--- src/rtl/dtu_pkg.sv ---
// Shared constants and helpers for the decimal text to unsigned integer parser.
`timescale 1ns / 1ps
package dtu_pkg;

  localparam int unsigned VALUE_W = 64;
  localparam int unsigned POS_W   = 13;
  localparam int unsigned MODE_W  = 2;
  localparam int unsigned STAT_W  = 2;

  localparam logic [POS_W-1:0] MAX_LEN = 13'd4096;

  // width_mode codes
  localparam logic [MODE_W-1:0] MODE_16    = 2'd0;
  localparam logic [MODE_W-1:0] MODE_32    = 2'd1;
  localparam logic [MODE_W-1:0] MODE_64    = 2'd2;
  localparam logic [MODE_W-1:0] MODE_RESET = MODE_64;

  // status codes
  localparam logic [STAT_W-1:0] ST_ALL      = 2'd0;
  localparam logic [STAT_W-1:0] ST_NONDIGIT = 2'd1;
  localparam logic [STAT_W-1:0] ST_OVERFLOW = 2'd2;
  localparam logic [STAT_W-1:0] ST_SPACE    = 2'd3;

  localparam logic [7:0] CHAR_ZERO = 8'h30;
  localparam logic [7:0] CHAR_SP   = 8'h20;
  localparam logic [7:0] CHAR_TAB  = 8'h09;
  localparam logic [7:0] CHAR_CR   = 8'h0D;
  localparam logic [7:0] DIGIT_MAX = 8'd9;

  localparam logic [VALUE_W-1:0] MAX_16     = 64'h0000_0000_0000_FFFF;
  localparam logic [VALUE_W-1:0] MAX_32     = 64'h0000_0000_FFFF_FFFF;
  localparam logic [VALUE_W-1:0] MAX_64     = 64'hFFFF_FFFF_FFFF_FFFF;
  localparam logic [VALUE_W-1:0] MAX_16_D10 = 64'd6553;
  localparam logic [VALUE_W-1:0] MAX_32_D10 = 64'd429496729;
  localparam logic [VALUE_W-1:0] MAX_64_D10 = 64'd1844674407370955161;

  function automatic logic is_space(input logic [7:0] c);
    logic r;
    r = (c == CHAR_SP) || (c inside {[CHAR_TAB:CHAR_CR]});
    return r;
  endfunction

endpackage

--- src/rtl/decimal_text_to_uint_saturating.sv ---
// Top level: byte-serial decimal text parser with saturation at 16, 32 or 64 bits.
// Registers: an accepted byte lands in the input reg; a last byte's result lands in the result reg.
// Throughput: one byte per cycle unless a last byte stalls; the accumulator multiply-by-ten,
// add and overflow compare are combinational, so back-to-back bytes and fields are taken.
// A finished result waits in the result register; a later last byte stalls until it is taken.
// Reset (rst_ni low, asynchronous): parser re-armed to skip whitespace, width_mode = 64 bits.
`timescale 1ns / 1ps
module decimal_text_to_uint_saturating (
  input  logic                          clk_i,
  input  logic                          rst_ni,
  input  logic                          in_valid_i,
  output logic                          in_ready_o,
  input  logic [7:0]                    char_byte_i,
  input  logic                          is_last_i,
  output logic                          out_valid_o,
  input  logic                          out_ready_i,
  output logic [dtu_pkg::VALUE_W-1:0]   value_o,
  output logic [dtu_pkg::POS_W-1:0]     stop_offset_o,
  output logic [dtu_pkg::STAT_W-1:0]    status_o,
  input  logic                          cfg_we_i,
  input  logic [dtu_pkg::MODE_W-1:0]    cfg_wdata_i
);

  typedef enum logic [1:0] {
    PH_SPACE,
    PH_DIGIT,
    PH_STOP
  } phase_e;

  logic [dtu_pkg::MODE_W-1:0]  mode_q;

  logic                        s1_valid_q;
  logic [7:0]                  s1_byte_q;
  logic                        s1_last_q;

  phase_e                      phase_q, phase_d;
  logic [dtu_pkg::VALUE_W-1:0] acc_q, acc_d;
  logic [dtu_pkg::POS_W-1:0]   pos_q, pos_d;
  logic [dtu_pkg::POS_W-1:0]   spos_q, spos_d;
  logic [dtu_pkg::STAT_W-1:0]  sstat_q, sstat_d;

  logic                        out_valid_q;
  logic [dtu_pkg::VALUE_W-1:0] value_q, value_d;
  logic [dtu_pkg::POS_W-1:0]   off_q, off_d;
  logic [dtu_pkg::STAT_W-1:0]  stat_q, stat_d;

  logic                        out_free;
  logic                        s1_adv;
  logic                        in_acc;
  logic                        emit;

  logic [dtu_pkg::VALUE_W-1:0] maxv;
  logic [dtu_pkg::VALUE_W-1:0] maxv_d10;
  logic [7:0]                  digit;
  logic [dtu_pkg::VALUE_W-1:0] acc_x10;
  logic                        ovf;
  phase_e                      ph;

  assign out_free   = !out_valid_q || out_ready_i;
  // A last byte needs the result slot; other bytes always advance.
  assign s1_adv     = s1_valid_q && (!s1_last_q || out_free);
  assign in_ready_o = !s1_valid_q || s1_adv;
  assign in_acc     = in_valid_i && in_ready_o;
  assign emit       = s1_adv && s1_last_q;

  always_comb begin
    case (mode_q)
      dtu_pkg::MODE_16: begin
        maxv     = dtu_pkg::MAX_16;
        maxv_d10 = dtu_pkg::MAX_16_D10;
      end
      dtu_pkg::MODE_32: begin
        maxv     = dtu_pkg::MAX_32;
        maxv_d10 = dtu_pkg::MAX_32_D10;
      end
      default: begin
        maxv     = dtu_pkg::MAX_64;
        maxv_d10 = dtu_pkg::MAX_64_D10;
      end
    endcase
  end

  assign digit   = s1_byte_q - dtu_pkg::CHAR_ZERO;
  assign acc_x10 = {acc_q[dtu_pkg::VALUE_W-4:0], 3'b000} +
                   {acc_q[dtu_pkg::VALUE_W-2:0], 1'b0};
  // acc_x10 is exact whenever acc_q is within maxv/10; otherwise the first term decides.
  assign ovf     = (acc_q > maxv_d10) ||
                   (acc_x10 > (maxv - {{(dtu_pkg::VALUE_W-8){1'b0}}, digit}));

  always_comb begin
    ph      = phase_q;
    acc_d   = acc_q;
    spos_d  = spos_q;
    sstat_d = sstat_q;

    if (ph == PH_SPACE && !dtu_pkg::is_space(s1_byte_q)) begin
      ph = PH_DIGIT;
    end

    if (ph == PH_DIGIT) begin
      if (digit > dtu_pkg::DIGIT_MAX) begin
        ph      = PH_STOP;
        spos_d  = pos_q;
        sstat_d = dtu_pkg::ST_NONDIGIT;
      end else if (ovf) begin
        ph      = PH_STOP;
        acc_d   = maxv;
        spos_d  = pos_q;
        sstat_d = dtu_pkg::ST_OVERFLOW;
      end else begin
        acc_d = acc_x10 + {{(dtu_pkg::VALUE_W-8){1'b0}}, digit};
      end
    end

    phase_d = ph;
    pos_d   = (pos_q < dtu_pkg::MAX_LEN) ? pos_q + dtu_pkg::POS_W'(1) : pos_q;

    // An accumulator above the current maximum only survives from a width change;
    // clamp it at emission.
    value_d = (acc_q > maxv) ? maxv : acc_d;
    case (ph)
      PH_SPACE: begin
        value_d = '0;
        off_d   = pos_d;
        stat_d  = dtu_pkg::ST_SPACE;
      end
      PH_DIGIT: begin
        off_d  = pos_d;
        stat_d = dtu_pkg::ST_ALL;
      end
      default: begin
        off_d  = spos_d;
        stat_d = sstat_d;
      end
    endcase
  end

  always_ff @(posedge clk_i or negedge rst_ni) begin
    if (!rst_ni) begin
      mode_q      <= dtu_pkg::MODE_RESET;
      s1_valid_q  <= 1'b0;
      phase_q     <= PH_SPACE;
      acc_q       <= '0;
      pos_q       <= '0;
      spos_q      <= '0;
      sstat_q     <= dtu_pkg::ST_ALL;
      out_valid_q <= 1'b0;
    end else begin
      if (cfg_we_i) begin
        mode_q <= cfg_wdata_i;
      end

      if (in_acc) begin
        s1_valid_q <= 1'b1;
      end else if (s1_adv) begin
        s1_valid_q <= 1'b0;
      end

      if (s1_adv) begin
        if (s1_last_q) begin
          // re-arm for the next field
          phase_q <= PH_SPACE;
          acc_q   <= '0;
          pos_q   <= '0;
          spos_q  <= '0;
          sstat_q <= dtu_pkg::ST_ALL;
        end else begin
          phase_q <= phase_d;
          acc_q   <= acc_d;
          pos_q   <= pos_d;
          spos_q  <= spos_d;
          sstat_q <= sstat_d;
        end
      end

      if (emit) begin
        out_valid_q <= 1'b1;
      end else if (out_ready_i) begin
        out_valid_q <= 1'b0;
      end
    end
  end

  always_ff @(posedge clk_i) begin
    if (in_acc) begin
      s1_byte_q <= char_byte_i;
      s1_last_q <= is_last_i;
    end
    if (emit) begin
      value_q <= value_d;
      off_q   <= off_d;
      stat_q  <= stat_d;
    end
  end

  assign out_valid_o   = out_valid_q;
  assign value_o       = value_q;
  assign stop_offset_o = off_q;
  assign status_o      = stat_q;

endmodule

--- config.mk ---
export PLATFORM = sky130hd
export DESIGN_NAME = decimal_text_to_uint_saturating
export DESIGN_NICKNAME = d
export VERILOG_FILES = /design/src/rtl/dtu_pkg.sv /design/src/rtl/decimal_text_to_uint_saturating.sv
export SDC_FILE = /design/constraint.sdc
export NUM_CORES = 1
export LEC_CHECK = 0
export CORE_UTILIZATION = 38
export CTS_CLUSTER_SIZE = 20
export DETAILED_ROUTE_END_ITERATION = 16
export DONT_BUFFER_PORTS = 1
export GPL_ROUTABILITY_DRIVEN = 0
export PLACE_DENSITY_LB_ADDON = 0.12
export SLEW_MARGIN = 20
export SYNTH_ARGS = -nofsm -noshare
export SYNTH_HDL_FRONTEND = slang
export SYNTH_SLANG_ARGS = --single-unit
--- constraint.sdc ---
create_clock -name clk_i -period 9.6 [get_ports clk_i]
set_clock_uncertainty 0.1 [all_clocks]
set_input_delay 1.92 -clock clk_i [delete_from_list [all_inputs] [get_ports clk_i]]
set_output_delay 1.92 -clock clk_i [all_outputs]
set_load 0.05 [all_outputs]
==> results of run 1 <==
==> placed cells by master (no fill, tap or decap), types with 12 or more instances in the layout <==
master	count
ha_1	170
or3_1	19
nand4_1	61
nor3_1	47
dfrtp_1	97
buf_4	23
o211ai_1	19
nor2_1	135
nand2_1	232
clkbuf_16	17
nand3_1	71
nor4_1	21
o21ai_1	18
inv_1	42
nand2b_1	12
a21oi_1	219
a211oi_1	35
and4_1	21
a22oi_1	13
a221o_1	16
and3_1	28
and2_1	25
a22o_1	29
a21o_1	59
edfxtp_1	88
o21bai_1	13
xnor2_1	47
a31oi_1	34
o21ai_0	151
o21a_1	16
xor2_1	30
==> how the worst max path moves through the flow <==
stage                             endpoint  cells past startpoint
5_1_grt              spos_q[4]$_DFFE_PN0P_                     22
2_1_floorplan  stop_offset_o[11]$_DFFE_PP_                     25
6_report             spos_q[6]$_DFFE_PN0P_                     22
3_5_place_dp         spos_q[0]$_DFFE_PN0P_                     22
3_3_place_gp         spos_q[1]$_DFFE_PN0P_                     22
4_1_cts              spos_q[6]$_DFFE_PN0P_                     22
==> per-stage QoR <==
stage	cells	instance area, um^2	util [%]	power, uW
floorplan	2072	17200	-	1530
global placement	2584	17800	39.9	1740
detailed placement	2584	17800	39.9	1750
CTS	2616	18300	41.2	2450
global route	2616	18300	41.2	2570
finish	2616	18300	41.2	2450
==> state kept, by name, indices dropped and copies added, names as in the netlist <==
name	count
pos_q	13
acc_q	64
s1_byte_q	8
value_o	64
mode_q	2
phase_q	2
status_o	2
stop_offset_o	13
s1_last_q	1
s1_valid_q	1
out_valid_o	1
spos_q	13
sstat_q	2
==> logic make-up after synthesis <==
kind of cell / after synthesis / synth area share, %
AO/OA/AOI/OAI: 735 / 27.5
adder cells (fa/ha/maj): 172 / 12.6
multiplexers: 13 / 0.770
flip-flops: 186 / 29.6
buffers and inverters: 147 / 3.41
AND/OR/NAND/NOR: 741 / 22.1
XOR/XNOR: 78 / 4.01
==> final cells by class <==
| class | instances | area (um^2) | area share, % |
|---|---|---|---|
| multi-input cells | 1739 | 11600 | 63.2 |
| flip-flops and latches | 186 | 5100 | 27.8 |
| well taps | 592 | 741 | 4.04 |
| clock buffers | 18 | 429 | 2.34 |
| repair buffers | 23 | 173 | 0.942 |
| inverters | 44 | 166 | 0.908 |
| clock inverters | 14 | 138 | 0.751 |
==> power by group <==
group | internal, uW | switching, uW
Sequential | 903 | 142
Clock | 364 | 344
Combinational | 217 | 478
Total | 1480 | 965
==> critical path: stages, from the launching register on <==
cell and delay (ns):
dfrtp_1 0.51, ha_1 0.53, nand2_1 0.22, nor4_1 0.67, o21ai_1 0.17, a21oi_2 0.48
o211ai_1 0.21, a21oi_1 0.28, o211ai_1 0.18, nand3_1 0.09, nor3b_1 0.68, ha_1 0.24
nand4_1 0.11, nor3_1 0.61, nand3_1 0.23, nor4_1 0.39, nand4_1 0.14, a21boi_0 0.40
or2_2 0.61, o21ai_2 0.08, buf_4 0.25, nor2_1 0.69, a22o_1 0.26
==> per-layer routing <==
metal  vias up  global-route usage, %  part of all wire (%)
met2       555                   44.0                    47
met3       102                   3.11                   4.9
met4         0                   8.79                   3.1
met5         -                      0                     0
li1       7843                      -                     -
met1      8000                   35.4                    45
==> run summary, run 1 <==
Area leader, netlist: edfxtp_1
DR pass1 iterations: 5
Num rows: 77
Grt ovf: 0
Reg clk slew, reported paths: 0.08 ns
Antenna Nets Post-Route: 0
DP HPWL: 46,800 um
Fin nets: 2,199
Num CTS Buffers: 17
Cts repair resizes: 0
DIE WIDTH: 215 um
Area contributors post-synth: edfxtp_1 15%, dfrtp_1 14%, ha_1 12%
Tot GR Track Use: 26.4%
Ratio of cells with drive above 1 in the final layout: 5.04%
Crit Path Category: reg2reg
Ys Warns: 0
Die area: 46,200 um^2
Crit path capture type: flop
H-Tree Depth: 4
RSZ-0062 raised after global routing: no
Post-Syn Instances: 2,072
Core footprint: 44,500 um^2
Num ports: 97
Leakage: 0.00766 uW
Min-Delay Endpoint: spos_q[1]$_DFFE_PN0P_
CTS Sinks: 186
CP arrival: 8.51 ns
Period minus WS final: 8.22 ns
TNS Setup: 0 ns
Distinct cells, synth: 98
DRT Wirelength: 61,000 um
Fill count: 4,539
Max Clock Freq: 122 MHz
Hold buffers post-CTS: 0
R2r endpoint: spos_q[6]$_DFFE_PN0P_
Die Y-Extent: 215 um
Worst skew pair latency: 0.46 ns
Worst Tran Pin Value: 0.961 ns
Peak VDD IR: 0.116 mV
Via count: 16.5k
Final hold vios: 0
DRC viols: 0
Hold path start: spos_q[1]$_DFFE_PN0P_
Status: finished clean
Top FF cell, synth: dfrtp_1
Worst-path maximum fanout: 29
Top cells by count, synth: 233 x nand2_1, 219 x a21oi_1, 170 x ha_1, 153 x o21ai_0, 137 x nor2_1
Most frequent cell after synthesis: nand2_1
Crit path from: acc_q[18]$_DFFE_PN0P_
Post-CTS setup buffers: 0
Yosys reg bits: 186
Syn_nets: 2,260
FF-to-FF setup slack: 1.38 ns
Syn_area_per_cell: 8.31 um^2
Worst setup SP type: flop
Pwr/cell area: 134 nW/um^2
Iteration-0 DRC count of the detailed router: 1,581
Clock root buffer: clkbuf_16
Post-synth top area share: 15.3%
Number of synthesized flops with an enable pin: 88
Sequential area share after synthesis: 29.6%
Pre-CTS setup slack: 1.67 ns
Final setup viols: 0
R2R Path Start: acc_q[18]$_DFFE_PN0P_
Initial antenna violation count: 0
N_diodes: 0
Slew Limit Fails: 0
I/O Buffers: 0
Number of cells on the worst reg-to-reg path: 22
Vias in the first global route: 15.7k
CTS Buffer Depth: 2
Worst Hold Slack: 0.401 ns
Worst EP required: 9.89 ns
Synthesis-to-layout area growth: 6.41%
Initial Utilization: 38.7%
Setup ws final: 1.38 ns
Async set-reset flop share out of synthesis: 52.7%
Vias per std cell: 6.31
First-pass GRT wire length: 95,200 um
Tcrit/Tclk final: 85.6%
Hold path cells: 1
Hold Path Class: reg2reg
Relative slew margins: 34.3%
Max Cap Violations: 0
CTS tree: built
Per-cell routed wire length: 23.3 um
Largest net degree at the start of global routing: 99
Netlist Area Pre-Place: 17,200 um^2
No activity file was read; power rests on OpenSTA's default activity.
==> run 2, diff against run 1 <==
--- a/config.mk
+++ b/config.mk
@@ -5,6 +5,7 @@
 export SDC_FILE = /design/constraint.sdc
 export NUM_CORES = 1
 export LEC_CHECK = 0
+export CORE_ASPECT_RATIO = 0.75
 export CORE_UTILIZATION = 38
 export CTS_CLUSTER_SIZE = 20
 export DETAILED_ROUTE_END_ITERATION = 16
==> run 2 against run 1 <==
- flip-flop and latch count unchanged
- largest power group unchanged
- critical endpoint is now spos_q[1]$_DFFE_PN0P_
- cell area is essentially flat
- non-clock buffer count up 3
- setup slack worse by 0.24 ns
- total power increased by 0.35%
- largest cell class unchanged
- clock power is essentially flat
- worst hold slack improved by 0.0047 ns
- cell count shrank 0.11%
- sequential share of layout area hardly changed
==> run summary, run 2 (synthesis results as in run 1) <==
N_diodes: 0
Die area: 46,200 um^2
CP max-delay cell: nor2_1
R2r endpoint: spos_q[1]$_DFFE_PN0P_
Hold buffers post-CTS: 0
DR pass1 iterations: 5
Most frequent cells in the layout: 232 x nand2_1, 219 x a21oi_1, 170 x ha_1, 150 x o21ai_0, 135 x nor2_1
Worst Tran Pin Value: 1.18 ns
Max Clock Freq: 118 MHz
CTS Buffer Depth: 2
H-Tree Depth: 4
Worst skew pair latency: 0.45 ns
Final hold vios: 0
Via count: 16.7k
Max Cap Violations: 0
Commonest non-fill, non-tap cell in the layout: nand2_1
DRT Wirelength: 62,600 um
Num rows: 67
Num ports: 97
CP arrival: 8.73 ns
Setup ws final: 1.14 ns
Hold Path Class: reg2reg
Post-CTS setup buffers: 0
CTS Sinks: 186
Leakage: 0.00769 uW
FF-to-FF setup slack: 1.14 ns
TNS Setup: 0 ns
Tot GR Track Use: 26.8%
Pre-CTS setup slack: 1.48 ns
Slowest cell delay on critical path: 0.76 ns
Cts repair resizes: 0
Slew Limit Fails: 0
Reg clk slew, reported paths: 0.07 ns
Iteration-0 DRC count of the detailed router: 1,736
Clock root buffer: clkbuf_16
Largest net degree at the start of global routing: 99
CTS tree: built
DRC viols: 0
Hold path start: spos_q[10]$_DFFE_PN0P_
Initial Utilization: 38.6%
I/O Buffers: 0
CP cell instances: ha_1 -> nand2_1 -> nor4_1 -> o21ai_1 -> a21oi_2 -> o211ai_1 -> a21oi_1 -> o211ai_1 -> nand3_1 -> nor3b_1 -> ha_1 -> nand4_1 -> nor3_1 -> nand3_1 -> nor4_1 -> nand4_1 -> a21boi_0 -> or2_2 -> o21ai_2 -> buf_4 -> nor2_1 -> a22o_1
DIE WIDTH: 248 um
Core footprint: 44,700 um^2
Min-Delay Endpoint: spos_q[10]$_DFFE_PN0P_
Worst setup SP type: flop
Status: finished clean
Peak VDD IR: 0.147 mV
Ratio of cells with drive above 1 in the final layout: 5.23%
Pwr/cell area: 134 nW/um^2
Final setup viols: 0
Crit Path Category: reg2reg
Num CTS Buffers: 17
Crit path capture type: flop
Vias in the first global route: 15.6k
Initial antenna violation count: 0
Hold path cells: 1
Number of cells on the worst reg-to-reg path: 22
Fill count: 4,456
Per-cell routed wire length: 24.0 um
Vias per std cell: 6.38
Grt ovf: 0
R2R Path Start: acc_q[18]$_DFFE_PN0P_
Worst-path maximum fanout: 29
Relative slew margins: 20.4%
Period minus WS final: 8.46 ns
Total Power: 2460 uW
DP HPWL: 48,100 um
First-pass GRT wire length: 95,700 um
Fin nets: 2,202
Die Y-Extent: 186 um
Antenna Nets Post-Route: 0
Tcrit/Tclk final: 88.1%
Synthesis-to-layout area growth: 6.48%
RSZ-0062 raised after global routing: no
Worst EP required: 9.87 ns
## run 2: cell types whose count changed in the layout (fill, tap and decap cells not counted), sizes merged
cell / delta
clkbuf: +1
clkinvlp: -3
buf: +3
clkinv: +2
## run 2: worst max path at each step
| stage | start | end | slack, ns | cells after the start |
|---|---|---|---|---|
| 2_1_floorplan | acc_q[2]$_DFFE_PN0P_ | stop_offset_o[11]$_DFFE_PP_ | 3.70 | 25 |
| 3_3_place_gp | acc_q[18]$_DFFE_PN0P_ | spos_q[4]$_DFFE_PN0P_ | 1.63 | 22 |
| 3_5_place_dp | acc_q[18]$_DFFE_PN0P_ | spos_q[1]$_DFFE_PN0P_ | 1.48 | 22 |
| 4_1_cts | acc_q[18]$_DFFE_PN0P_ | spos_q[1]$_DFFE_PN0P_ | 1.44 | 22 |
| 5_1_grt | acc_q[18]$_DFFE_PN0P_ | spos_q[1]$_DFFE_PN0P_ | 0.70 | 22 |
| 6_report | acc_q[18]$_DFFE_PN0P_ | spos_q[1]$_DFFE_PN0P_ | 1.14 | 22 |
## run 2: cell type report
type | instances | area [um^2] | area share (%)
Timing Repair Buffer | 26 | 195 | 1.06
Inverter | 44 | 166 | 0.907
Tap cell | 586 | 733 | 4.00
Sequential cell | 186 | 5100 | 27.8
Multi-Input combinational cell | 1739 | 11600 | 63.2
Clock buffer | 19 | 443 | 2.41
Clock inverter | 13 | 116 | 0.634
## run 2: power by group
part / switching [uW] / internal (uW)
clock network: 338 / 368
logic: 487 / 218
registers: 143 / 903
total: 968 / 1490
## run 2: critical path, delay by kind of cell (launching register included)
family          cells  cell delay, ns
simple gates       11            4.59
compound gates      8            2.12
flops               1            0.51
fa+ha+maj           2            0.78
buf+inv             1            0.25
## run 2: stage by stage
stage	instance area [um^2]	hold slack, ns	utilization (%)	instances
detailed placement	17800	0.382	39.8	2581
global placement	17800	0.383	39.8	2581
floorplan	17200	0.364	-	2072
finish	18300	0.406	41.1	2613
global route	18300	0.418	41.1	2613
CTS	18300	0.405	41.1	2613
## run 2: metal layers
metal	global-route usage [%]	routed length (um)	up-vias
li1	-	-	7805
met1	40.2	29800	8196
met2	40.9	27600	609
met3	2.99	3880	67
met4	6.13	1290	0
met5	0	0	-
